## src/hdl/mac_header_field_locator_assert.svh

```systemverilog
// assertion macros used by the header field locator top level
`ifndef MAC_HEADER_FIELD_LOCATOR_ASSERT_SVH
`define MAC_HEADER_FIELD_LOCATOR_ASSERT_SVH

// clocked check, switched off while reset is held
`define MHFL_ASSERT(lbl, clk, rst_n, prop, msg) \
    lbl: assert property (@(posedge clk) disable iff (!(rst_n)) (prop)) else $error(msg);

// clocked check that also holds through reset
`define MHFL_ASSERT_ALWAYS(lbl, clk, prop, msg) \
    lbl: assert property (@(posedge clk) (prop)) else $error(msg);

`endif

```

## src/hdl/mhfl_pkg.sv

```systemverilog
// types, constants and helpers of the header field locator
package mhfl_pkg;

    typedef struct packed {
        logic [7:0] control_low;
        logic [7:0] control_high;
        logic [7:0] security_control;
    } t_in_item;

    typedef struct packed {
        logic [2:0] ftype;
        logic [5:0] dst_pan_at;
        logic [5:0] dst_adr_at;
        logic [3:0] dst_addr_bytes;
        logic [5:0] src_pan_at;
        logic [5:0] src_adr_at;
        logic [3:0] src_addr_bytes;
        logic [5:0] addressing_end;
        logic [5:0] aux_sec_at;
        logic [5:0] key_ident_at;
        logic [5:0] hdr_ie_at;
        logic       header_error;
    } t_out_item;

    typedef enum logic [1:0] {
        ADDR_NONE     = 2'd0,
        ADDR_RESERVED = 2'd1,
        ADDR_SHORT    = 2'd2,
        ADDR_EXT      = 2'd3
    } t_addr_mode;

    // byte counts of the header parts
    localparam logic [5:0] HdrStartNoSeq = 6'd3; // length byte and frame control
    localparam logic [5:0] SeqBytes      = 6'd1;
    localparam logic [5:0] PanidBytes    = 6'd2;
    localparam logic [5:0] SecCtrlBytes  = 6'd1;
    localparam logic [5:0] CounterBytes  = 6'd4;

    localparam logic [1:0] FrameVersion2 = 2'd2;

    function automatic logic [3:0] addr_len(input t_addr_mode mode);
        case (mode)
            ADDR_SHORT: addr_len = 4'd2;
            ADDR_EXT:   addr_len = 4'd8;
            default:    addr_len = 4'd0;
        endcase
    endfunction

    function automatic logic [5:0] key_id_len(input logic [1:0] key_mode);
        case (key_mode)
            2'd0:    key_id_len = 6'd0;
            2'd1:    key_id_len = 6'd1;
            2'd2:    key_id_len = 6'd5;
            default: key_id_len = 6'd9;
        endcase
    endfunction

endpackage

```

## src/hdl/mac_header_field_locator.sv

```systemverilog
// top level of the 802.15.4 mac header field locator
//
// usage
//   input channel: i_in_valid, o_in_stall, i_in_item (frame control low and
//   high bytes and the auxiliary security control byte of one frame)
//   output channel: o_out_valid, i_out_stall, o_out_item (frame type, field
//   offsets counted from the length byte, address sizes, error flag)
//   an item moves on a rising edge with valid high and stall low
// path: an accepted item waits in the input register, passes the decode and
//   is offered from the result register once that register has room
// throughput: one item per cycle while i_out_stall stays low; the rate is
//   set by the single decode pass between the input register and the result register
// reset: synchronous active low; both stages are emptied, any item held
//   is dropped and nothing is offered afterwards until new input arrives
// stall: a stalled result holds in the result register; the input
//   register keeps filling, and only once both stages are full does the
//   block raise o_in_stall towards the sender
// a reserved addressing mode gives header_error with all offsets zero
module mac_header_field_locator import mhfl_pkg::*; (
    input  logic      i_clk,
    input  logic      i_rst_n,
    input  logic      i_in_valid,
    output logic      o_in_stall,
    input  t_in_item  i_in_item,
    output logic      o_out_valid,
    input  logic      i_out_stall,
    output t_out_item o_out_item
);

    logic      in_valid_q;
    t_in_item  in_item_q;
    t_out_item decoded;
    logic      out_ready;
    logic      take;

    // the held input item moves on when the result register has room
    assign take = in_valid_q && out_ready;

    mhfl_in_reg u_in_reg (
        .i_clk   (i_clk),
        .i_rst_n (i_rst_n),
        .i_valid (i_in_valid),
        .i_item  (i_in_item),
        .o_stall (o_in_stall),
        .i_take  (take),
        .o_valid (in_valid_q),
        .o_item  (in_item_q)
    );

    // all decode work sits in this one pass
    mhfl_decode u_decode (
        .i_item (in_item_q),
        .o_item (decoded)
    );

    mhfl_out_reg u_out_reg (
        .i_clk   (i_clk),
        .i_rst_n (i_rst_n),
        .i_valid (in_valid_q),
        .i_item  (decoded),
        .o_ready (out_ready),
        .o_valid (o_out_valid),
        .o_item  (o_out_item),
        .i_stall (i_out_stall)
    );

`include "mac_header_field_locator_assert.svh"

    // an error result carries no offsets
    `MHFL_ASSERT(a_err_no_offsets, i_clk, i_rst_n, (o_out_valid && o_out_item.header_error) |-> (o_out_item.addressing_end == 6'd0 && o_out_item.hdr_ie_at == 6'd0), "error result with offsets")

    // security control sits right after the addressing fields
    `MHFL_ASSERT(a_sec_at_end, i_clk, i_rst_n, (o_out_valid && o_out_item.aux_sec_at != 6'd0) |-> (o_out_item.aux_sec_at == o_out_item.addressing_end), "security control offset off end")

    // an accepted item is held in the input stage next cycle
    `MHFL_ASSERT(a_accept_held, i_clk, i_rst_n, (i_in_valid && !o_in_stall) |=> in_valid_q, "accepted item lost")

    // the sender is held off only while an item waits
    `MHFL_ASSERT_ALWAYS(a_stall_needs_item, i_clk, o_in_stall |-> (in_valid_q && !out_ready), "stall with room")

endmodule

```

## src/hdl/mhfl_in_reg.sv

```systemverilog
// input register stage holding one header item
module mhfl_in_reg import mhfl_pkg::*; (
    input  logic     i_clk,
    input  logic     i_rst_n,
    input  logic     i_valid,
    input  t_in_item i_item,
    output logic     o_stall,
    input  logic     i_take,
    output logic     o_valid,
    output t_in_item o_item
);

    logic     r_valid;
    logic     n_valid;
    t_in_item r_item;
    logic     load;

    // hold off the sender only while a held item is not taken
    assign o_stall = r_valid && !i_take;
    assign load    = i_valid && !o_stall;

    always_comb begin
        if (load) begin
            n_valid = 1'b1;
        end else if (i_take) begin
            n_valid = 1'b0;
        end else begin
            n_valid = r_valid;
        end
    end

    always_ff @(posedge i_clk) begin
        if (!i_rst_n) begin
            r_valid <= 1'b0;
        end else begin
            r_valid <= n_valid;
        end
    end

    always_ff @(posedge i_clk) begin
        if (load) begin
            r_item <= i_item;
        end
    end

    assign o_valid = r_valid;
    assign o_item  = r_item;

endmodule

```

## src/hdl/mhfl_decode.sv

```systemverilog
// combinational decode of frame control into field offsets
module mhfl_decode import mhfl_pkg::*; (
    input  t_in_item  i_item,
    output t_out_item o_item
);

    logic [7:0] lo;
    logic [7:0] hi;
    logic [7:0] sc;
    logic       secured;
    logic       compress;
    logic       seq_supp;
    logic       ie_here;
    logic       v2_rules;
    t_addr_mode dmode;
    t_addr_mode smode;
    logic       dpres;
    logic       spres;
    logic       dpan;
    logic       span;
    logic [3:0] dlen;
    logic [3:0] slen;
    logic [5:0] pos;
    logic [5:0] o_dpan;
    logic [5:0] o_dadr;
    logic [5:0] o_span;
    logic [5:0] o_sadr;
    logic [5:0] o_sec;
    logic [5:0] o_key;
    logic [5:0] o_ie;

    assign lo       = i_item.control_low;
    assign hi       = i_item.control_high;
    assign sc       = i_item.security_control;
    assign secured  = lo[3];
    assign compress = lo[6];
    assign seq_supp = hi[0];
    assign ie_here  = hi[1];
    assign dmode    = t_addr_mode'(hi[3:2]);
    assign v2_rules = hi[5:4] >= FrameVersion2;
    assign smode    = t_addr_mode'(hi[7:6]);
    assign dpres    = dmode != ADDR_NONE;
    assign spres    = smode != ADDR_NONE;
    assign dlen     = addr_len(dmode);
    assign slen     = addr_len(smode);

    // pan id presence tables
    always_comb begin
        if (!v2_rules) begin
            dpan = dpres;
            span = spres && !compress;
        end else if (dmode == ADDR_EXT && smode == ADDR_EXT) begin
            dpan = !compress;
            span = 1'b0;
        end else if (spres && dpres) begin
            dpan = 1'b1;
            span = !compress;
        end else if (spres) begin
            dpan = 1'b0;
            span = !compress;
        end else if (dpres) begin
            dpan = !compress;
            span = 1'b0;
        end else begin
            dpan = compress;
            span = 1'b0;
        end
    end

    always_comb begin
        o_dpan = '0;
        o_dadr = '0;
        o_span = '0;
        o_sadr = '0;
        o_sec  = '0;
        o_key  = '0;
        o_ie   = '0;
        pos    = HdrStartNoSeq;
        if (!(v2_rules && seq_supp)) begin
            pos = pos + SeqBytes;
        end
        if (dpan) begin
            o_dpan = pos;
            pos    = pos + PanidBytes;
        end
        if (dpres) begin
            o_dadr = pos;
            pos    = pos + {2'b00, dlen};
        end
        if (span) begin
            o_span = pos;
            pos    = pos + PanidBytes;
        end else if (dpan) begin
            o_span = o_dpan;
        end
        if (spres) begin
            o_sadr = pos;
            pos    = pos + {2'b00, slen};
        end
        if (secured) begin
            o_sec = pos;
            o_key = pos + SecCtrlBytes;
            if (!sc[5]) begin
                o_key = o_key + CounterBytes;
            end
        end
        if (ie_here) begin
            if (secured) begin
                o_ie = o_key + key_id_len(sc[4:3]);
            end else begin
                o_ie = pos;
            end
        end
    end

    always_comb begin
        o_item       = '0;
        o_item.ftype = lo[2:0];
        if (dmode == ADDR_RESERVED || smode == ADDR_RESERVED) begin
            o_item.header_error = 1'b1;
        end else begin
            o_item.dst_pan_at     = o_dpan;
            o_item.dst_adr_at     = o_dadr;
            o_item.dst_addr_bytes = dlen;
            o_item.src_pan_at     = o_span;
            o_item.src_adr_at     = o_sadr;
            o_item.src_addr_bytes = slen;
            o_item.addressing_end = pos;
            o_item.aux_sec_at     = o_sec;
            o_item.key_ident_at   = o_key;
            o_item.hdr_ie_at      = o_ie;
        end
    end

endmodule

```

## src/hdl/mhfl_out_reg.sv

```systemverilog
// result register stage towards the receiver
module mhfl_out_reg import mhfl_pkg::*; (
    input  logic      i_clk,
    input  logic      i_rst_n,
    input  logic      i_valid,
    input  t_out_item i_item,
    output logic      o_ready,
    output logic      o_valid,
    output t_out_item o_item,
    input  logic      i_stall
);

    logic      r_valid;
    logic      n_valid;
    t_out_item r_item;
    logic      load;

    // free when empty or when the held item leaves this cycle
    assign o_ready = !r_valid || !i_stall;
    assign load    = i_valid && o_ready;
    assign n_valid = load || (r_valid && i_stall);

    always_ff @(posedge i_clk) begin
        if (!i_rst_n) begin
            r_valid <= 1'b0;
        end else begin
            r_valid <= n_valid;
        end
    end

    always_ff @(posedge i_clk) begin
        if (load) begin
            r_item <= i_item;
        end
    end

    assign o_valid = r_valid;
    assign o_item  = r_item;

endmodule
```

## config.mk

```make
export PLATFORM = sky130hd
export DESIGN_NAME = mac_header_field_locator
export DESIGN_NICKNAME = d
export VERILOG_FILES = /design/src/hdl/mhfl_pkg.sv /design/src/hdl/mac_header_field_locator.sv /design/src/hdl/mhfl_in_reg.sv /design/src/hdl/mhfl_decode.sv /design/src/hdl/mhfl_out_reg.sv
export VERILOG_INCLUDE_DIRS = /design/src /design/src/hdl
export SDC_FILE = /design/constraint.sdc
export NUM_CORES = 1
export LEC_CHECK = 0
export BUFFER_PORTS_ARGS = -buffer_cell sky130_fd_sc_hd__buf_2
export CAP_MARGIN = 20
export CORE_UTILIZATION = 45
export CTS_BUF_LIST = sky130_fd_sc_hd__clkbuf_8
export CTS_CLUSTER_DIAMETER = 120
export DETAILED_ROUTE_END_ITERATION = 16
export PLACE_DENSITY = 0.7
export SKIP_LAST_GASP = 1
export SYNTH_ARGS = -nofsm -noshare
export SYNTH_HDL_FRONTEND = slang
export SYNTH_SLANG_ARGS = --single-unit
```

## constraint.sdc

```tcl
create_clock -name i_clk -period 7.6 [get_ports i_clk]
set_input_delay 2.28 -clock i_clk [delete_from_list [all_inputs] [get_ports i_clk]]
set_output_delay 2.28 -clock i_clk [all_outputs]
set_load 0.05 [all_outputs]
```

==> results.yml <==
setup_path:
  cp.required_ps: 7700
  cp.arrival_ps: 6330
  crit_cells: 26
  critPathCaptureType: "register"
  worstRegToRegCells: 26
  slowest_delay_ps: 560
  r2r-start: "u_in_reg.o_item[15]$_DFFE_PP_"
  slowest_stage: "edfxtp_1"
  crit_type: "register to register"
  critPathLaunchType: "register"
  crit_buf_inv: 1
  crit_fanout: 9
  rrSetupSlack_ps: 1370
  cp_top_family: "adder cells"
  r2r-end: "u_out_reg.o_item[5]$_SDFFCE_PP0P_"
  crit_path_frequent_cell: "ha_1"
synth:
  synth_area_um2: 3379
  netlist_top_cells_area: "edfxtp_1, ha_1, nor2_1"
  synth_most_common_cell: "edfxtp_1"
  synthAdderAreaFrac_pct: 5.924
  postSynthAreaPerCell_um2: 12.38
  synthMuxAreaShare_pct: 1.259
  synth_warnings: 0
  synthCells: 273
  ys_seq_area_share_pct: 57.16
  synth_top_family_by_area: "simple AND/OR/NAND/NOR gates"
  yosys.area_share.simple_pct: 16.48
  synth_compound_area_share_pct: 8.849
  yosys.area.top_type: "edfxtp_1"
  ys_ff_latch: 65
  synthXorXnorAreaFrac_pct: 5.035
  synth_edf_count: 63
  synthArstFlopShare_pct: 0
  synth_top_area_share_pct: 55.98
  ys.flop_type: "edfxtp_1"
  synth_cell_type_count: 59
  synthTopCellsByCount: "edfxtp_1, nor2_1, nand2_1, ha_1, buf_4"
sta:
  rsz0062_at_grt: "false"
  fin_crit_ps: 6228
  fmax_ghz: 0.1606
  fin_ws_ps: 1372
  hold_viol_final: 0
  finalSetupTns_ps: 0
  drv_slew: 0
  period_share_pct: 81.95
  skew_ps: 7.598
  finalSetupViolations: 0
  slew_headroom_pct: 55.60
  max_slew.worst_pin.slew_ps: 664.6
run_status:
  status: "finished clean"
drt:
  routed_wl_um: 6086
  ant_nets: 0
  wl_per_cell_um: 13.52
  vias_per_cell: 5.027
  vias: 2262
  drc: 0
  drt-pass1-iter-count: 4
  drt-initial-drc-count: 159
global_routing:
  met1_usage_pct: 19.95
  gr-usage-met3_pct: 5.317
  first_global_vias: 2038
  grt_pass1_wl_um: 9501
  antenna_found_initial: 0
  gr-usage-all-layers_pct: 16.67
  grt_start_max_net_pins: 49
  grt_overflow: 0
  grtUsageMet2_pct: 27.34
  grt-busiest-layer: "met2"
die:
  coreArea_um2: 7253
  rows: 31
  ioPinCount: 90
  die_w_um: 88.66
  die_h_um: 88.66
  dieArea_um2: 7861
  floorplan.initialDensity_pct: 46.59
pwr:
  powerDensity_nw_per_um2: 231.2
  power_mw: 0.9121
  p_leak_nw: 1.626
  max-vdd-ir-drop_mv: 0.1038
placement:
  port_buffers: 69
  place_area_um2: 3775
  hpwl_um: 4295
  dpl.cell_count: 434
  gp_congestion: 0.8427
  place_ws_ps: 1469
cts:
  cts_buffers: 9
  cts_max_level: 3
  clkLatencyLatePin_ps: 340
  clk_pin_slew_worst_paths_ps: 70
  ctsResizeCount: 0
  post_cts_buffers: 0
  cts-hold-fix-buffers: 0
  ctsRootBufferMaster: "clkbuf_8"
  cts_buffer_depth: 2
  clock_sinks: 65
  cts_tree: "yes"
cells_and_area:
  diodes: 0
  final_area_um2: 3945
  nets: 390
  syn_to_final_growth_pct: 16.73
  drive_above_1_share_pct: 29.34
  layout.cells.non_filler: 450
  nFillCells: 637
min_path:
  hold_class: "register to register"
  hp-start: "u_in_reg.o_item[18]$_DFFE_PP_"
  holdPathStages: 0
  whs_endpoint: "u_out_reg.o_item[59]$_DFFE_PP_"
job:
  cap_violations: 0
worst max path at each step:
stage	start	endpoint
2_1_floorplan	i_out_stall	u_out_reg.o_item[0]$_DFFE_PP_
3_3_place_gp	u_in_reg.o_item[15]$_DFFE_PP_	u_out_reg.o_item[5]$_SDFFCE_PP0P_
3_5_place_dp	u_in_reg.o_item[15]$_DFFE_PP_	u_out_reg.o_item[5]$_SDFFCE_PP0P_
4_1_cts	u_in_reg.o_item[15]$_DFFE_PP_	u_out_reg.o_item[5]$_SDFFCE_PP0P_
5_1_grt	u_in_reg.o_item[15]$_DFFE_PP_	u_out_reg.o_item[5]$_SDFFCE_PP0P_
6_report	u_in_reg.o_item[15]$_DFFE_PP_	u_out_reg.o_item[5]$_SDFFCE_PP0P_
flip-flops by register name, indices dropped and copies added, names as in the netlist:
name,flops
u_out_reg.o_valid,1
u_in_reg.o_valid,1
u_out_reg.o_item,48
u_in_reg.o_item,15
stage by stage:
stage          utilization, %  hold slack, ps
2_1_floorplan               -           400.3
3_3_place_gp            52.04           401.7
3_5_place_dp            52.04           418.6
4_1_cts                 54.39           422.8
5_1_grt                 54.39           434.0
6_report                54.39           421.5
layout by cell type, fill, tap and decap left out, drive strengths merged, types with 2 or more instances in the layout:
master / count
and2: 11
dfxtp: 2
nand2: 20
edfxtp: 63
nor3: 7
xor2: 6
nand3: 4
clkinv: 4
nand2b: 2
a32oi: 2
a21o: 2
o21ai: 6
and3: 7
mux2i: 3
nor2b: 9
xnor2: 7
a211oi: 3
nor4bb: 2
o22ai: 2
a31oi: 2
a21oi: 10
nor2: 36
or2: 4
inv: 8
ha: 16
clkbuf: 9
conb: 12
buf: 72
clkinvlp: 2
worst register-to-register path: stages, from the launching register on:
cell and delay (ps):
edfxtp_1 560, and2_1 400, a21o_1 170, a22oi_1 60, o22a_1 260, ha_1 340, inv_1 90, ha_1 300
o21ai_2 110, xor2_2 300, ha_1 200, nand2_1 60, xor2_1 240, ha_1 300, xor2_1 160, nor2_1 50
a21oi_1 460, xor2_1 360, ha_1 290, nor2_1 140, nor3_1 70, ha_1 340, a21oi_1 190, xnor3_1 260
nand2_1 100, xnor2_1 120, nor2_1 60
cell type report:
class,count,area [µm²],share of cell area (%)
sequential,65,1932,48.97
clock inverter,7,46.29,1.173
tap,99,123.9,3.140
multi-input combinational,191,1325,33.59
timing repair buffer,72,367.9,9.324
clock buffer,9,123.9,3.140
inverter,7,26.28,0.6660
kinds of logic after synthesis:
| group | after synthesis |
|---|---|
| adders and majority gates | 16 |
| AOI/OAI and AO/OA | 39 |
| xor gates and xnor gates | 14 |
| buffers and inverters | 28 |
| and+or+nand+nor | 107 |
| other | 1 |
| muxes | 3 |
| DFF | 65 |
report_power, final:
group          internal, mW  total [mW]  switching (mW)
Clock                 0.117       0.251           0.133
Combinational        0.0718       0.232           0.160
Sequential            0.420       0.430         0.00992
Total                 0.609       0.912           0.303
layer usage:
metal  share of wire, %  up-vias
li1                   -     1108
met1                 44     1045
met2                 47       97
met3                6.9       12
met4                1.5        0
met5                  0        -
No activity file was read; power rests on OpenSTA's default activity.
